### config.mk
export PLATFORM = sky130hd
export DESIGN_NAME = morse_character_keyer_unit_flat
export DESIGN_NICKNAME = d
export VERILOG_FILES = /design/src/hw/rtl/mck_pkg.sv /design/src/hw/rtl/mck_if.sv /design/src/hw/rtl/mck_tempo.sv /design/src/hw/rtl/mck_seg_gen.sv /design/src/hw/rtl/morse_character_keyer_unit.sv /design/src/flat_wrapper.sv
export SDC_FILE = /design/constraint.sdc
export NUM_CORES = 1
export LEC_CHECK = 0
export BUFFER_PORTS_ARGS = -buffer_cell sky130_fd_sc_hd__buf_2
export CAP_MARGIN = 10
export CORE_ASPECT_RATIO = 2
export CORE_MARGIN = 2
export CORE_UTILIZATION = 64
export DETAILED_ROUTE_END_ITERATION = 7
export GPL_ROUTABILITY_DRIVEN = 0
export PLACE_DENSITY = 0.86
export SYNTH_ARGS = -nofsm -noshare
export SYNTH_HDL_FRONTEND = slang
export SYNTH_SLANG_ARGS = --single-unit
### constraint.sdc
create_clock -name clk -period 4.99 [get_ports clk]
set_input_delay 0.7485 -clock clk [delete_from_list [all_inputs] [get_ports clk]]
set_output_delay 0.7485 -clock clk [all_outputs]
set_load 0.05 [all_outputs]
### src/hw/rtl/mck_pkg.sv
// Shared constants, types and the symbol lookup for the Morse character keyer.
// No dependencies.
package mck_pkg;

    localparam int TEMPO_BITS = 16;
    localparam int CFG_W      = 16;
    localparam int USED_BITS  = (TEMPO_BITS < CFG_W) ? TEMPO_BITS : CFG_W;
    localparam int CHAR_W     = 8;
    localparam int DUR_W      = 18;
    localparam int CNT_W      = 3;
    localparam int PAT_W      = 5;
    localparam int SYM_COUNT  = 36;
    localparam int IDX_W      = 6;

    localparam logic [CHAR_W-1:0] DIGIT_FIRST  = 8'd48;
    localparam logic [CHAR_W-1:0] DIGIT_LAST   = 8'd57;
    localparam logic [CHAR_W-1:0] LETTER_FIRST = 8'd65;
    localparam logic [CHAR_W-1:0] LETTER_LAST  = 8'd90;
    localparam logic [CHAR_W-1:0] LETTER_BASE  = 8'd55;

    typedef logic [DUR_W-1:0] dur_t;

    typedef struct packed {
        dur_t unit1;
        dur_t unit2;
        dur_t unit3;
    } mck_dur_t;

    typedef struct packed {
        logic             is_code;
        logic [CNT_W-1:0] len;
        logic [PAT_W-1:0] dash;
    } mck_sym_t;

    // Element count, digits 0..9 then letters A..Z.
    localparam logic [CNT_W-1:0] SYM_LEN [SYM_COUNT] = '{
        3'd5, 3'd5, 3'd5, 3'd5, 3'd5, 3'd5, 3'd5, 3'd5, 3'd5, 3'd5,
        3'd2, 3'd4, 3'd4, 3'd3, 3'd1, 3'd4, 3'd3, 3'd4, 3'd2, 3'd4, 3'd3, 3'd4, 3'd2,
        3'd2, 3'd3, 3'd4, 3'd4, 3'd3, 3'd3, 3'd1, 3'd3, 3'd4, 3'd3, 3'd4, 3'd4, 3'd4
    };

    // Bit i set: element i (first sent is bit 0) is a dash.
    localparam logic [PAT_W-1:0] SYM_DASH [SYM_COUNT] = '{
        5'd31, 5'd30, 5'd28, 5'd24, 5'd16, 5'd0, 5'd1, 5'd3, 5'd7, 5'd15,
        5'd2, 5'd1, 5'd5, 5'd1, 5'd0, 5'd4, 5'd3, 5'd0, 5'd0, 5'd14, 5'd5, 5'd2, 5'd3,
        5'd1, 5'd7, 5'd6, 5'd11, 5'd2, 5'd0, 5'd1, 5'd4, 5'd8, 5'd6, 5'd9, 5'd13, 5'd3
    };

    function automatic mck_sym_t mck_lookup(input logic [CHAR_W-1:0] c);
        logic [CHAR_W-1:0] idx;
        mck_sym_t          s;
        s = '0;
        idx = '0;
        if (c >= DIGIT_FIRST && c <= DIGIT_LAST)
        begin
            idx = c - DIGIT_FIRST;
            s.is_code = 1'b1;
        end
        else if (c >= LETTER_FIRST && c <= LETTER_LAST)
        begin
            idx = c - LETTER_BASE;
            s.is_code = 1'b1;
        end
        s.len  = SYM_LEN[idx[IDX_W-1:0]];
        s.dash = SYM_DASH[idx[IDX_W-1:0]];
        return s;
    endfunction

endpackage

### src/hw/rtl/mck_if.sv
// Valid/ready channel interfaces: character items in, lamp segment items out.
// Depends on mck_pkg.
interface mck_char_if;
    logic                       valid;
    logic                       ready;
    logic [mck_pkg::CHAR_W-1:0] char_code;

    modport source (output valid, output char_code, input ready);
    modport sink   (input valid, input char_code, output ready);
endinterface

interface mck_seg_if;
    logic                      valid;
    logic                      ready;
    logic                      lamp_on;
    logic [mck_pkg::DUR_W-1:0] duration;
    logic                      last_segment;

    modport source (output valid, output lamp_on, output duration, output last_segment,
                    input ready);
    modport sink   (input valid, input lamp_on, input duration, input last_segment,
                    output ready);
endinterface

### src/hw/rtl/mck_tempo.sv
// Tempo register: holds one, two and three units of the written tempo.
// Depends on mck_pkg.
module mck_tempo (
    input  logic                      clk,
    input  logic                      rst_n,
    input  logic                      cfg_we,
    input  logic [mck_pkg::CFG_W-1:0] cfg_wdata,
    output mck_pkg::mck_dur_t         dur
);
    import mck_pkg::*;

    dur_t     unit1;
    dur_t     unit2;
    mck_dur_t dur_reg;
    mck_dur_t dur_next;

    assign unit1 = DUR_W'(cfg_wdata[USED_BITS-1:0]);
    assign unit2 = {unit1[DUR_W-2:0], 1'b0};

    always_comb
    begin
        dur_next = dur_reg;
        if (cfg_we)
        begin
            dur_next.unit1 = unit1;
            dur_next.unit2 = unit2;
            dur_next.unit3 = unit1 + unit2;
        end
    end

    always_ff @(posedge clk or negedge rst_n)
    begin
        if (!rst_n)
        begin
            dur_reg <= '0;
        end
        else
        begin
            dur_reg <= dur_next;
        end
    end

    assign dur = dur_reg;
endmodule

### src/hw/rtl/mck_seg_gen.sv
// Segment sequencer: shifts the dash pattern out one element per step
// into a registered output stage. Depends on mck_pkg and mck_if.
module mck_seg_gen (
    input  logic              clk,
    input  logic              rst_n,
    input  mck_pkg::mck_dur_t dur,
    mck_char_if.sink          char_in,
    mck_seg_if.source         seg_out
);
    import mck_pkg::*;

    localparam logic [2:0] ST_IDLE  = 3'd0;
    localparam logic [2:0] ST_MARK  = 3'd1;
    localparam logic [2:0] ST_SPACE = 3'd2;
    localparam logic [2:0] ST_BREAK = 3'd3;
    localparam logic [2:0] ST_CLOSE = 3'd4;

    localparam logic [CNT_W-1:0] CNT_ONE = CNT_W'(1);

    logic [2:0]       state_reg;
    logic [2:0]       state_next;
    logic [CNT_W-1:0] cnt_reg;
    logic [CNT_W-1:0] cnt_next;
    logic [PAT_W-1:0] pat_reg;
    logic [PAT_W-1:0] pat_next;
    logic             out_valid_reg;
    logic             out_valid_next;
    logic             lamp_reg;
    logic             lamp_next;
    dur_t             dur_reg;
    dur_t             dur_next;
    logic             last_reg;
    logic             last_next;

    mck_sym_t sym;
    logic     in_fire;
    logic     step;
    logic     seg_lamp;
    dur_t     seg_dur;
    logic     seg_last;

    assign sym     = mck_lookup(char_in.char_code);
    assign char_in.ready = (state_reg == ST_IDLE);
    assign in_fire = char_in.valid && char_in.ready;
    assign step    = (state_reg != ST_IDLE) && (!out_valid_reg || seg_out.ready);

    always_comb
    begin
        state_next = state_reg;
        cnt_next   = cnt_reg;
        pat_next   = pat_reg;
        seg_lamp   = 1'b0;
        seg_dur    = dur.unit1;
        seg_last   = 1'b0;
        unique case (state_reg)
            ST_IDLE:
            begin
                if (in_fire)
                begin
                    if (sym.is_code)
                    begin
                        state_next = ST_MARK;
                        cnt_next   = sym.len;
                        pat_next   = sym.dash;
                    end
                    else
                    begin
                        state_next = ST_BREAK;
                        cnt_next   = CNT_ONE;
                    end
                end
            end
            ST_MARK:
            begin
                seg_lamp = 1'b1;
                seg_dur  = pat_reg[0] ? dur.unit3 : dur.unit1;
                if (step)
                begin
                    state_next = ST_SPACE;
                end
            end
            ST_SPACE:
            begin
                if (step)
                begin
                    pat_next   = pat_reg >> 1;
                    cnt_next   = cnt_reg - CNT_ONE;
                    state_next = (cnt_reg == CNT_ONE) ? ST_CLOSE : ST_MARK;
                end
            end
            ST_BREAK:
            begin
                seg_dur = dur.unit2;
                if (step)
                begin
                    state_next = ST_SPACE;
                end
            end
            ST_CLOSE:
            begin
                seg_dur  = dur.unit3;
                seg_last = 1'b1;
                if (step)
                begin
                    state_next = ST_IDLE;
                end
            end
            default:
            begin
                state_next = ST_IDLE;
            end
        endcase
    end

    always_comb
    begin
        out_valid_next = out_valid_reg;
        lamp_next      = lamp_reg;
        dur_next       = dur_reg;
        last_next      = last_reg;
        if (step)
        begin
            out_valid_next = 1'b1;
            lamp_next      = seg_lamp;
            dur_next       = seg_dur;
            last_next      = seg_last;
        end
        else if (seg_out.ready)
        begin
            out_valid_next = 1'b0;
        end
    end

    always_ff @(posedge clk or negedge rst_n)
    begin
        if (!rst_n)
        begin
            state_reg     <= ST_IDLE;
            out_valid_reg <= 1'b0;
        end
        else
        begin
            state_reg     <= state_next;
            out_valid_reg <= out_valid_next;
        end
    end

    always_ff @(posedge clk)
    begin
        cnt_reg  <= cnt_next;
        pat_reg  <= pat_next;
        lamp_reg <= lamp_next;
        dur_reg  <= dur_next;
        last_reg <= last_next;
    end

    assign seg_out.valid        = out_valid_reg;
    assign seg_out.lamp_on      = lamp_reg;
    assign seg_out.duration     = dur_reg;
    assign seg_out.last_segment = last_reg;
endmodule

### src/hw/rtl/morse_character_keyer_unit.sv
// Top level of the Morse character keyer: tempo register and segment sequencer.
// Depends on mck_pkg, mck_if, mck_tempo and mck_seg_gen.
//
// Each accepted character item yields its lamp segments in time order, one
// segment per cycle while the output side takes them: 2n+1 segments for a
// code of n elements (3 to 11), and 3 for a word break. The sequencer works
// on one character at a time and takes the next one the cycle after its
// closing gap enters the output register. Durations come from one, two and
// three tempo units precomputed when tempo is written; write tempo only
// while no character is in flight.
module morse_character_keyer_unit (
    input  logic                      clk,
    input  logic                      rst_n,
    input  logic                      cfg_we,
    input  logic [mck_pkg::CFG_W-1:0] cfg_wdata,
    mck_char_if.sink                  char_in,
    mck_seg_if.source                 seg_out
);
    import mck_pkg::*;

    mck_dur_t dur;

    mck_tempo u_tempo (
        .clk       (clk),
        .rst_n     (rst_n),
        .cfg_we    (cfg_we),
        .cfg_wdata (cfg_wdata),
        .dur       (dur)
    );

    mck_seg_gen u_seg_gen (
        .clk     (clk),
        .rst_n   (rst_n),
        .dur     (dur),
        .char_in (char_in),
        .seg_out (seg_out)
    );
endmodule

### src/flat_wrapper.sv
// flat-port wrapper written by rule: the top's interface ports become plain ports
module morse_character_keyer_unit_flat import mck_pkg::*;
  (clk, rst_n, cfg_we, cfg_wdata, char_in_valid, char_in_char_code, char_in_ready, seg_out_valid, seg_out_lamp_on, seg_out_duration, seg_out_last_segment, seg_out_ready);
  mck_char_if char_in_i ();
  mck_seg_if seg_out_i ();
  input  logic clk;
  input  logic rst_n;
  input  logic cfg_we;
  input  logic [mck_pkg::CFG_W-1:0] cfg_wdata;
  input wire logic [$bits(char_in_i.valid)-1:0] char_in_valid;
  input wire logic [$bits(char_in_i.char_code)-1:0] char_in_char_code;
  output wire logic [$bits(char_in_i.ready)-1:0] char_in_ready;
  output wire logic [$bits(seg_out_i.valid)-1:0] seg_out_valid;
  output wire logic [$bits(seg_out_i.lamp_on)-1:0] seg_out_lamp_on;
  output wire logic [$bits(seg_out_i.duration)-1:0] seg_out_duration;
  output wire logic [$bits(seg_out_i.last_segment)-1:0] seg_out_last_segment;
  input wire logic [$bits(seg_out_i.ready)-1:0] seg_out_ready;
  assign char_in_i.valid = char_in_valid;
  assign char_in_i.char_code = char_in_char_code;
  assign char_in_ready = char_in_i.ready;
  assign seg_out_valid = seg_out_i.valid;
  assign seg_out_lamp_on = seg_out_i.lamp_on;
  assign seg_out_duration = seg_out_i.duration;
  assign seg_out_last_segment = seg_out_i.last_segment;
  assign seg_out_i.ready = seg_out_ready;
  morse_character_keyer_unit u_core (.clk(clk), .rst_n(rst_n), .cfg_we(cfg_we), .cfg_wdata(cfg_wdata), .char_in(char_in_i), .seg_out(seg_out_i));
endmodule
# --- After elaboration in Yosys (flattened, before gate mapping) ---
# Memories as Yosys holds them, arrays and structs flattened.
# Cells that the tools add are included.
word_totals:
  out_inout_bits: 22
  mem_bits_ro: 512
  elab_cells: 74
  n_memories: 2
  inputBits: 29
  mem_bits_rw: 0
  ff_bits: 66
  latchBits: 0
mem_list:
  columns: ["memory", "depth", "width", "read_ports", "rd_clocked_by_memory_dff", "wr", "line", "source"]
  rows:
  - ["(name not given)", 64, 5, 1, 0, 0, "mck_pkg.sv:65", "s.dash = SYM_DASH[idx[IDX_W-1:0]];"]
  - ["(name not given)", 64, 3, 1, 0, 0, "mck_pkg.sv:64", "s.len = SYM_LEN[idx[IDX_W-1:0]];"]
op_classes:
  n_div: 0
  n_reduce_logical: 14
  eq_ne: 10
  n_bitwise: 1
  muxes: 29
  n_mul: 0
  magnitude_cmp: 5
  n_shift: 0
  n_addsub: 4
ops:
  columns: ["cell", "n"]
  rows:
  - ["one-hot mux 18 bit (3 select lines)", 1]
  - ["two-way mux 3 bit", 10]
  - ["two-way mux 5 bit", 5]
  - ["adder 16 x 17 -> 18 bit", 1]
  - ["two-way mux 18 bit", 1]
  - ["two-way mux 6 bit", 2]
  - ["one-hot mux 3 bit (4 select lines)", 1]
  - ["subtractor 6 bit, second input constant", 2]
  - ["one-hot mux 5 bit (2 select lines)", 1]
  - [">= comparator 8 x 6 -> 1 bit, second input constant", 1]
  - [">= comparator 8 x 7 -> 1 bit, second input constant", 1]
  - ["<= comparator 8 x 6 -> 1 bit, second input constant", 1]
  - ["<= comparator 8 x 7 -> 1 bit, second input constant", 1]
  - ["AND reduction 4 bit", 2]
  - [">= comparator 7 bit, second input constant", 1]
  - ["NOT 6 -> 7 bit", 1]
  - ["== test 3 x 1 -> 1 bit, second input constant", 2]
  - ["== test 3 x 2 -> 1 bit, second input constant", 2]
  - ["two-way mux 1 bit", 6]
  - ["inequality test 2 x 1 -> 1 bit, second input constant", 3]
  - ["one-hot mux 3 bit (2 select lines)", 1]
  - ["logical AND 1 bit", 4]
  - ["inequality test 2 bit, second input constant", 2]
  - ["nonzero test 2 bit", 2]
  - ["other kinds (9)", 9]

# --- Longest topological paths before layout ---
# Gate-level depths: netlist of the first run.
depth:
  depth_word: 11
  depth_mapped: 15
  depth_no_buf: 14

# --- Hierarchy ---
# A second synthesis of the first run with hierarchy kept.
unflattened:
  hier_cells: 510
  hier_area_um2: 5009.8
modules_own_cells:
  columns: ["module", "instances", "area_each_um2", "cells_per_inst", "seq_area_each_um2"]
  rows:
  - ["mck_seg_gen", 1, 2635.0, 276, 940.9]
  - ["mck_tempo", 1, 2374.8, 234, 825.8]

# --- Worst setup path after synthesis of the first run ---
# Ideal clock, no wire load.
synth_timing:
  kind: "input to register"
  startpoint: "input port char_in_char_code[1]"
  endpoint: "register u_core.u_seg_gen.cnt_reg[0], data pin"
  stages: 13
  required_ns: 4.725
  arrival_time_ns: 3.203
  path_slack_ns: 1.523
  path_buffers: 1
  setup_ns: 0.265
  path_cell_list: "inv_1 ha_1 nor4b_2 a2111oi_4 and2_1 buf_2 a22o_1 ha_1 inv_1 a311oi_1 o21ai_0 a31oi_1 o22ai_1"
synth_via:
  elab_chain_len: 11
  word_cells_on_any_way: 19
  cone_classes: "2 x add/sub; 4 x order compare; 9 x mux; 1 x bitwise; 2 x reduce/logical; 1 x memory"
synth_rtl:
  columns: ["element", "line", "source"]
  rows:
  - ["start, declared", "flat_wrapper.sv:11", "input wire logic [$bits(char_in_i.char_code)-1:0] char_in_char_code;"]
  - [">= comparator 8 x 7 -> 1 bit / <= comparator 8 x 7 -> 1 bit (equally long branches)", "mck_pkg.sv:59", "else if (c >= LETTER_FIRST && c <= LETTER_LAST)"]
  - ["logical AND 1 bit", "mck_pkg.sv:59", null]
  - ["two-way mux 6 bit", "mck_pkg.sv:59", null]
  - ["two-way mux 6 bit", "mck_pkg.sv:54", "if (c >= DIGIT_FIRST && c <= DIGIT_LAST)"]
  - ["NOT 6 -> 7 bit (implied by the code)", "mck_pkg.sv:64", null]
  - ["memory (64 x 3 bit)", null, null]
  - ["two-way mux 3 bit (implied by the code) (2 in a row)", "mck_pkg.sv:64", null]
  - ["two-way mux 3 bit *", "mck_seg_gen.sv:60", "if (sym.is_code)"]
  - ["two-way mux 3 bit *", "mck_seg_gen.sv:58", "if (in_fire)"]
  - ["one-hot mux 3 bit (2 select lines) *", "mck_seg_gen.sv:55", "unique case (state_reg)"]
  - ["net u_core.u_seg_gen.cnt_next[0]", "mck_seg_gen.sv:23", "logic [CNT_W-1:0] cnt_next;"]
  - ["end signal, assigned", "mck_seg_gen.sv:150", "cnt_reg <= cnt_next;"]
  - ["end, declared", "mck_seg_gen.sv:22", "logic [CNT_W-1:0] cnt_reg;"]
# Mark *: on every way through the listed nets, which the timed path passes. The rest lies on a longest branch. The select of a mux whose other input is x is not followed.
# A chain may end at the register's enable or synchronous reset.

# --- Final worst setup path of the first run ---
layout_timing:
  startpoint: "input port char_in_char_code[0]"
  endpoint: "register u_core.u_seg_gen.cnt_reg[2], data pin"
# The elaborated chain is that of the path after synthesis.

==> PnR_summary.wiki, run 1 <==
{| class="wikitable"
! Metric !! Value
|-
| Status || complete, no violations
|-
| Number of antenna violations at the first check in global routing || 0
|-
| GR Util All Layers || 27.3%
|-
| Data arrival time at the worst-slack endpoint || approximately 4100 ps
|-
| Terminus of the critical flop-to-flop path || u_core.u_seg_gen.seg_out.duration[5]
|-
| Half-perimeter wire length after placement || just under 7000 um
|-
| Final instance count without filler cells || 586
|-
| Multi-input combinational cell area || 2530 um2
|-
| Total number of placement rows || 43
|-
| Peak supply drop || around 300 uV
|-
| Layout area overhead || 13.7%
|-
| Gate count after technology mapping || 447
|-
| Width of the chip || ~63 um
|-
| Destination of the critical timing path || u_core.u_seg_gen.cnt_reg[2]
|-
| I/O pin count || 51
|-
| Static leakage || 2.18 nW
|-
| Most common flop cell mapped by yosys || sky130_fd_sc_hd__dfrtp_1
|-
| Crit-path max FO || 10
|-
| Cell count after placement || 570
|-
| Max Clock Skew || 2.95 ps
|-
| Share of final-layout standard cells stronger than drive strength 1 || around 22%
|-
| Resized Gates After CTS || 0
|-
| Area share of the leading cell type in the synthesized netlist || 20.8%
|-
| Type of destination of the critical path || flip-flop
|-
| Inserted Diodes || 0
|-
| Initial core utilization || 65.3%
|-
| Post-layout minimum cycle time || 3970 ps
|-
| Power density over the cells || 507 nW/um2
|-
| Via density per instance || 6.50
|-
| TritonCTS clock tree || built
|-
| H-tree Lvls || 3
|-
| Worst path max stage delay || 530 ps
|-
| Die ar. || between 7000 and 8000 um2
|-
| CTS buffer count || 9
|-
| Commonest cells in the netlist || 51 x sky130_fd_sc_hd__nand2_1, 37 x sky130_fd_sc_hd__dfrtp_1, 34 x sky130_fd_sc_hd__ha_1
|-
| Max transition margin || around a quarter
|-
| Sort of element at the start of the critical path || input pin
|-
| Average instance area after synthesis || 9.98 um2
|-
| First-pass GRT wire length || 16600 um
|-
| Number of maximum-capacitance violations || 0
|-
| Ordered list of cells on the worst path || buf_2 > inv_1 > ha_1 > o21bai_1 > a211oi_1 > nor2b_1 > a22o_1 > ha_1 > inv_1 > a311oi_1 > a21boi_0 > nor4_1 > a211oi_1
|-
| Buffer depth of the longest clock path || 2
|-
| Worst r2r path cells || 5
|-
| Number of enable-type register cells in the synthesized netlist || 28
|-
| Chip height || 122 um
|-
| DRC viols || 0
|-
| Final hold vios || 0
|-
| Synthesized flop and latch total || 65
|-
| Clock insertion delay at the later pin of the skew report || 330 ps
|-
| Via count of the first global-routing pass || 3517
|-
| Worst min path class || reg -> reg
|-
| Worst setup path startpoint || char_in_char_code[0]
|-
| Post-DRT Antenna Nets || 0
|-
| Initial detailed-routing violation count || 378
|-
| Core Box Area || 6830 um2
|-
| Cell with the largest stage delay on the worst path || sky130_fd_sc_hd__nor2b_1
|-
| Library cell with the largest summed area after synthesis || sky130_fd_sc_hd__dfrtp_1
|-
| Final number of setup-violating endpoints || 0
|-
| Count of port buffers added during placement || 50
|-
| Number of inserted filler cells in the final layout || 481
|-
| Register-to-Register Setup Slack || 2790 ps
|-
| Synth cell types || 72
|-
| Final net count || 555
|-
| Number of nets produced by synthesis || just over 500
|-
| Largest register FFs || 33
|-
| Beginning of the worst register-to-register path || u_core.u_seg_gen.state_reg[1]
|-
| Register area || 1770 um2
|-
| Wire length reported by the detailed router || between 10000 and 15000 um
|-
| Largest cells by area after synthesis || sky130_fd_sc_hd__dfrtp_1 21%, sky130_fd_sc_hd__edfxtp_1 19%, sky130_fd_sc_hd__ha_1 9.5%
|-
| Maximum number of pins on one net before global-route repair || 39
|-
| First drt pass iteration count || 6
|-
| Number of warnings printed during yosys synthesis || 0
|-
| Post-Syn Area || 4460 um2
|-
| Type of the worst setup path || in -> reg
|-
| Number of buffers added to fix hold violations after cts || 0
|-
| Count of final max-slew check failures || 0
|-
| Number of setup buffers added after CTS || 0
|-
| Clk pin slew, worst setup/hold paths || about 60 ps
|-
| TNS Setup || 0 ps
|-
| Average detailed-routed wire length per instance || 17.5 um
|-
| Part of the cycle the worst path needs || 79.5%
|-
| Cell with the most instances after synthesis || sky130_fd_sc_hd__nand2_1
|-
| Remaining global-route overflow || 0
|-
| Post-synthesis sequential area ratio || roughly two fifths
|-
| CP Data Required Time || 5120 ps
|-
| Vias after detailed routing || 3807
|-
| Unrepaired setup endpoints after global routing || no
|-
| Asr flop ratio synth || 56.9%
|-
| Maximum clock frequency || 252 MHz
|-
| Transition at the pin with the smallest max-transition slack || 1120 ps
|-
| Clk root buf || sky130_fd_sc_hd__clkbuf_16
|-
| Clk sinks || 65
|}
## area by class of cell
class | instances | area share, %
multi-input combinational | 340 | 49.8
clock buffer | 10 | 4.93
inverter | 23 | 1.70
timing repair buffer | 52 | 5.23
clock inverter | 6 | 1.28
sequential | 65 | 34.8
tap | 90 | 2.22
## worst min path at each step
| stage | start | end | slack, ps | depth (start not counted) |
|---|---|---|---|---|
| finish | u_core.u_tempo.dur[16] | u_core.u_tempo.dur[16] | 490 | 2 |
| global route | u_core.u_tempo.dur[2] | u_core.u_tempo.dur[2] | 510 | 2 |
| CTS | u_core.u_tempo.dur[16] | u_core.u_tempo.dur[16] | 490 | 2 |
| detailed placement | u_core.u_tempo.dur[16] | u_core.u_tempo.dur[16] | 470 | 2 |
| global placement | u_core.u_tempo.dur[2] | u_core.u_tempo.dur[2] | 460 | 2 |
| floorplan | rst_n | u_core.u_seg_gen.seg_out.valid | 450 | 0 |
## kinds of logic after synthesis
kind of cell / share of synthesized area, %
mux: 7.74
buf+inv: 3.79
compound gates: 21.3
simple gates: 14.8
flops: 39.6
fa+ha+maj: 9.99
xor+xnor: 2.75
## power breakdown
part / switching [W] / internal [W]
registers: 0.0000866 / 0.000788
clock network: 0.000235 / 0.000416
logic: 0.000739 / 0.000305
## routing by layer
layer | vias up | track usage [%] | wire length, um | share of wire (%)
met5 | - | 0 | 0 | 0
met4 | 0 | 8.33 | 162 | 1.6
met3 | 23 | 4.89 | 693 | 6.8
met2 | 171 | 45.1 | 5010 | 49
met1 | 1840 | 36.5 | 4370 | 43
li1 | 1773 | - | - | -
## placed cells by master, fill, tap and decap left out, types with 3 or more instances in the layout
cell type / count
sky130_fd_sc_hd__nand2_1: 51
sky130_fd_sc_hd__buf_2: 50
sky130_fd_sc_hd__dfrtp_1: 37
sky130_fd_sc_hd__ha_1: 34
sky130_fd_sc_hd__mux2_2: 28
sky130_fd_sc_hd__edfxtp_1: 28
sky130_fd_sc_hd__o21ai_0: 25
sky130_fd_sc_hd__inv_1: 22
sky130_fd_sc_hd__nor2_1: 17
sky130_fd_sc_hd__a22oi_1: 15
sky130_fd_sc_hd__a21oi_1: 14
sky130_fd_sc_hd__xnor2_1: 13
sky130_fd_sc_hd__a31oi_1: 12
sky130_fd_sc_hd__nor2b_1: 10
sky130_fd_sc_hd__clkbuf_16: 10
sky130_fd_sc_hd__nor3_1: 9
sky130_fd_sc_hd__nand2b_1: 7
sky130_fd_sc_hd__a211oi_1: 7
sky130_fd_sc_hd__a21o_1: 7
sky130_fd_sc_hd__nand3_1: 6
sky130_fd_sc_hd__o211ai_1: 6
sky130_fd_sc_hd__o21a_1: 4
sky130_fd_sc_hd__a311oi_1: 4
sky130_fd_sc_hd__nand4_1: 4
sky130_fd_sc_hd__and2_1: 3
sky130_fd_sc_hd__nand3b_1: 3
sky130_fd_sc_hd__nor3b_1: 3
sky130_fd_sc_hd__mux2i_1: 3
sky130_fd_sc_hd__a221oi_1: 3
## critical path, delay by kind of cell
kind | cells | cell delay [ps]
fa+ha+maj | 2 | 430
simple gates | 2 | 600
compound gates | 6 | 1870
buf+inv | 3 | 420
## per-stage QoR
stage          utilization (%)  instance area, um2  setup slack (ps)  hold slack [ps]  power, W
3_5_place_dp              69.6                4760               924              475   0.00191
4_1_cts                   74.2                5070              1180              487   0.00257
6_report                  74.2                5070              1020              486   0.00257
2_1_floorplan                -                4460              1520              450   0.00167
3_3_place_gp              69.6                4760              1030              465   0.00188
5_1_grt                   74.2                5070               871              510   0.00269
Note: power is estimated with default switching activity, not from simulation.
==> run 2: changes to the inputs <==
--- a/config.mk
+++ b/config.mk
@@ -5,14 +5,15 @@
 export SDC_FILE = /design/constraint.sdc
 export NUM_CORES = 1
 export LEC_CHECK = 0
+export ABC_AREA = 1
 export BUFFER_PORTS_ARGS = -buffer_cell sky130_fd_sc_hd__buf_2
 export CAP_MARGIN = 10
 export CORE_ASPECT_RATIO = 2
 export CORE_MARGIN = 2
-export CORE_UTILIZATION = 64
+export CORE_UTILIZATION = 59
 export DETAILED_ROUTE_END_ITERATION = 7
 export GPL_ROUTABILITY_DRIVEN = 0
-export PLACE_DENSITY = 0.86
+export PLACE_DENSITY = 0.8
 export SYNTH_ARGS = -nofsm -noshare
 export SYNTH_HDL_FRONTEND = slang
 export SYNTH_SLANG_ARGS = --single-unit
==> constraint.sdc (replaced) <==
create_clock -name clk -period 3.95 [get_ports clk]
set_input_delay 0.5925 -clock clk [delete_from_list [all_inputs] [get_ports clk]]
set_output_delay 0.5925 -clock clk [all_outputs]
set_load 0.05 [all_outputs]
==> run 2 against run 1 <==
Net effect:
- via count increased by 7.2%
- clock skew grew 2.3 ps
- area after synthesis fell by 1.0%
- synthesized cell count grew 26%
- hold slack lost 120 ps
- critical path depth up 3
- first-iteration DRC count rose by 9.3%
- largest power group unchanged
- cell count is 21% higher
- sequential share of layout area is 0.26 points higher
==> PnR_summary.wiki, run 2 <==
{| class="wikitable"
! Metric !! Value
|-
| Status || complete, no violations (unchanged)
|-
| First drt pass iteration count || 5 (was 6)
|-
| Peak supply drop || 282 uV (was 302 uV)
|-
| Unrepaired setup endpoints after global routing || no (unchanged)
|-
| Part of the cycle the worst path needs || 70.3%
|-
| Gate count after technology mapping || 561 (was 447)
|-
| Vias after detailed routing || 4081 (was 3807)
|-
| Share of final-layout standard cells stronger than drive strength 1 || 14.2% (was 21.6%)
|-
| Post-Place Cell Area || 4750 um2 (was 4760 um2)
|-
| Number of setup buffers added after CTS || 0 (unchanged)
|-
| Library cell with the largest summed area after synthesis || sky130_fd_sc_hd__dfrtp_1 (unchanged)
|-
| Layout area overhead || 14.1% (was 13.7%)
|-
| Post-Syn Area || 4410 um2 (was 4460 um2)
|-
| Die ar. || 8230 um2 (was 7690 um2)
|-
| Power density over the cells || 647 nW/um2 (was 507 nW/um2)
|-
| Synth cell types || 41 (was 72)
|-
| Setup Slack @ Placement || 856 ps (was 924 ps)
|-
| Core Box Area || 7270 um2 (was 6830 um2)
|-
| Net Sw Frac || 43.2% (was 41.3%)
|-
| Initial core utilization || 60.7% (was 65.3%)
|-
| Max Clock Skew || 5.24 ps (was 2.95 ps)
|-
| Post-DRT Antenna Nets || 0 (unchanged)
|-
| DRC viols || 0 (unchanged)
|-
| Number of maximum-capacitance violations || 0 (unchanged)
|-
| Data arrival time at the worst-slack endpoint || 2970 ps (was 4100 ps)
|-
| Beginning of the worst register-to-register path || u_core.u_seg_gen.state_reg[2] (was u_core.u_seg_gen.state_reg[1])
|-
| Count of final max-slew check failures || 0 (unchanged)
|-
| Terminus of the critical flop-to-flop path || u_core.u_seg_gen.pat_reg[3] (was u_core.u_seg_gen.seg_out.duration[5])
|-
| Crit-path max FO || 7 (was 10)
|-
| Clk pin slew, worst setup/hold paths || 50 ps (was 60 ps)
|-
| Average detailed-routed wire length per instance || 14.6 um (was 17.5 um)
|-
| Half-perimeter wire length after placement || 7650 um (was 6860 um)
|-
| Clock network fraction of design power || 23.6% (was 25.4%)
|-
| Number of warnings printed during yosys synthesis || 0 (unchanged)
|-
| Commonest cells in the netlist || 141 x sky130_fd_sc_hd__nand2_1, 80 x sky130_fd_sc_hd__inv_1, 49 x sky130_fd_sc_hd__o21ai_0 (was 51 x sky130_fd_sc_hd__nand2_1, 37 x sky130_fd_sc_hd__dfrtp_1, 34 x sky130_fd_sc_hd__ha_1)
|-
| Static leakage || 2.49 nW (was 2.18 nW)
|-
| Worst r2r path cells || 10 (was 5)
|-
| Area share of the leading cell type in the synthesized netlist || 21.0% (was 20.8%)
|-
| Via count of the first global-routing pass || 3857 (was 3517)
|-
| Register share of total power || 33.5% (was 34.0%)
|-
| Number of buffers added to fix hold violations after cts || 0 (unchanged)
|-
| Resized Gates After CTS || 0 (unchanged)
|-
| Total number of placement rows || 44 (was 43)
|-
| I/O pin count || 51 (unchanged)
|-
| Largest cells by area after synthesis || sky130_fd_sc_hd__dfrtp_1 21%, sky130_fd_sc_hd__edfxtp_1 19%, sky130_fd_sc_hd__nand2_1 12% (was sky130_fd_sc_hd__dfrtp_1 21%, sky130_fd_sc_hd__edfxtp_1 19%, sky130_fd_sc_hd__ha_1 9.5%)
|-
| Setup slack after layout || 1170 ps (was 1020 ps)
|-
| Wire length reported by the detailed router || 10400 um (was 10200 um)
|-
| Post-layout minimum cycle time || 2780 ps
|-
| CTS buffer count || 9 (unchanged)
|-
| TritonCTS clock tree || built (unchanged)
|-
| Combinational share of power || 42.9% (was 40.6%)
|-
| TNS Setup || 0 ps (unchanged)
|-
| Chip height || 126 um (was 122 um)
|-
| Type of destination of the critical path || flip-flop (unchanged)
|-
| Remaining global-route overflow || 0 (unchanged)
|-
| CP Data Required Time || 4140 ps (was 5120 ps)
|-
| Cell area after layout || 5030 um2 (was 5070 um2)
|-
| Count of port buffers added during placement || 50 (unchanged)
|-
| Width of the chip || 65.2 um (was 63.0 um)
|-
| GR Util All Layers || 26.8% (was 27.3%)
|-
| First-pass GRT wire length || 17200 um (was 16600 um)
|-
| Sort of element at the start of the critical path || input pin (unchanged)
|-
| Number of inserted filler cells in the final layout || 588 (was 481)
|-
| Worst hold slack after final layout || 370 ps (was 486 ps)
|-
| Final number of setup-violating endpoints || 0 (unchanged)
|-
| Initial detailed-routing violation count || 413 (was 378)
|-
| Worst min path class || in -> async (was reg -> reg)
|-
| H-tree Lvls || 3 (unchanged)
|-
| Most common flop cell mapped by yosys || sky130_fd_sc_hd__dfrtp_1 (unchanged)
|-
| Asr flop ratio synth || 56.9% (unchanged)
|-
| Transition at the pin with the smallest max-transition slack || 1160 ps (was 1120 ps)
|-
| Switching pwr || 0.00141 W (was 0.00106 W)
|-
| Clock insertion delay at the later pin of the skew report || 330 ps (about the same)
|-
| Clk root buf || sky130_fd_sc_hd__clkbuf_16 (unchanged)
|-
| Cell with the most instances after synthesis || sky130_fd_sc_hd__nand2_1 (unchanged)
|-
| Via density per instance || 5.75 (was 6.50)
|-
| Maximum number of pins on one net before global-route repair || 49 (was 39)
|-
| Number of enable-type register cells in the synthesized netlist || 28 (unchanged)
|-
| Total internal power || 0.00185 W (was 0.00151 W)
|-
| Average instance area after synthesis || 7.87 um2 (was 9.98 um2)
|-
| Inserted Diodes || 0 (unchanged)
|-
| Synthesized flop and latch total || 65 (unchanged)
|-
| Most common library cell in the layout ignoring fill and taps || sky130_fd_sc_hd__nand2_1 (unchanged)
|-
| Register area || 1770 um2 (unchanged)
|-
| Clk sinks || 65 (unchanged)
|-
| Multi-input combinational cell area || 2270 um2 (was 2530 um2)
|-
| Type of the worst setup path || in -> reg (unchanged)
|-
| Largest register FFs || 33 (unchanged)
|-
| Post-synthesis sequential area ratio || 40.0% (was 39.6%)
|-
| Number of antenna violations at the first check in global routing || 0 (unchanged)
|-
| Top library cells by usage in the layout, fill and taps aside || 141 x sky130_fd_sc_hd__nand2_1, 80 x sky130_fd_sc_hd__inv_1, 50 x sky130_fd_sc_hd__buf_2 (was 51 x sky130_fd_sc_hd__nand2_1, 50 x sky130_fd_sc_hd__buf_2, 37 x sky130_fd_sc_hd__dfrtp_1)
|-
| Register-to-Register Setup Slack || 1680 ps (was 2790 ps)
|-
| Maximum clock frequency || 360 MHz
|-
| Final hold vios || 0 (unchanged)
|-
| Buffer depth of the longest clock path || 2 (unchanged)
|-
| Number of nets produced by synthesis || 625 (was 511)
|-
| Max transition margin || 22.4% (was 25.1%)
|-
| Final net count || 677 (was 555)
|}
run 2: changes by cell type in the layout (fill, tap and decap cells not counted), sizes merged, moves of 14 or more:
cell    delta
o221ai    +14
nand2     +96
o21ai     +24
nor2      +19
inv       +59
nand3     +38
a21oi     +17
mux2      -28
run 2: area by class of cell:
type | count | area share [%]
multi-input cells | 399 | 45.1
flip-flops and latches | 65 | 35.1
inverters | 85 | 6.39
repair buffers | 53 | 5.42
clock buffers | 10 | 4.55
well taps | 92 | 2.29
clock inverters | 6 | 1.17
run 2: worst max-delay path by stage:
stage	start	endpoint	cells after the start
after detailed placement	char_in_char_code[0]	u_core.u_seg_gen.cnt_reg[0]	17
after global routing	char_in_char_code[0]	u_core.u_seg_gen.cnt_reg[2]	20
after global placement	char_in_char_code[0]	u_core.u_seg_gen.cnt_reg[0]	17
after CTS	char_in_char_code[0]	u_core.u_seg_gen.cnt_reg[0]	17
final	char_in_char_code[0]	u_core.u_seg_gen.pat_reg[0]	16
after floorplan	char_in_char_code[2]	u_core.u_seg_gen.cnt_reg[0]	14
run 2: power by group through the flow:
| stage | registers, W | logic, W | clock network (W) |
|---|---|---|---|
| global placement | 0.00109 | 0.00136 | 0 |
| global route | 0.00111 | 0.00153 | 0.000794 |
| finish | 0.00109 | 0.00140 | 0.000768 |
| CTS | 0.00109 | 0.00139 | 0.000770 |
| detailed placement | 0.00110 | 0.00138 | 0 |
| floorplan | 0.00147 | 0.000648 | 0 |
run 2: logic make-up after synthesis:
| logic type | share of synthesized area, % |
|---|---|
| compound gates | 15.9 |
| xor+xnor | 1.79 |
| fa+ha+maj | 10.1 |
| buf+inv | 8.59 |
| flops | 40.0 |
| simple gates | 23.6 |
run 2: through the flow:
step                total power (W)  cells  utilization (%)
floorplan                   0.00212    561                -
global placement            0.00245    694             65.3
detailed placement          0.00248    694             65.3
CTS                         0.00325    710             69.3
global route                0.00343    710             69.3
finish                      0.00326    710             69.3
run 2: per-layer routing:
metal	vias up	global-route usage [%]	part of all wire [%]
met2	154	50.6	57
met3	30	4.79	4.3
met1	1924	27.1	35
li1	1973	-	-
met5	-	0	0
met4	0	12.9	3.6
run 2: critical path: stages:
cell,delay [ps]
sky130_fd_sc_hd__buf_2,140
sky130_fd_sc_hd__inv_1,140
sky130_fd_sc_hd__ha_1,220
sky130_fd_sc_hd__nand2_1,60
sky130_fd_sc_hd__nand2_1,60
sky130_fd_sc_hd__nand2_1,60
sky130_fd_sc_hd__nand2_2,130
sky130_fd_sc_hd__nand2_4,120
sky130_fd_sc_hd__o21ai_0,580
sky130_fd_sc_hd__ha_1,290
sky130_fd_sc_hd__nand3_1,110
sky130_fd_sc_hd__nand2_1,90
sky130_fd_sc_hd__nand2_1,50
sky130_fd_sc_hd__nand3_1,90
sky130_fd_sc_hd__nand3_1,110
sky130_fd_sc_hd__a21oi_1,130
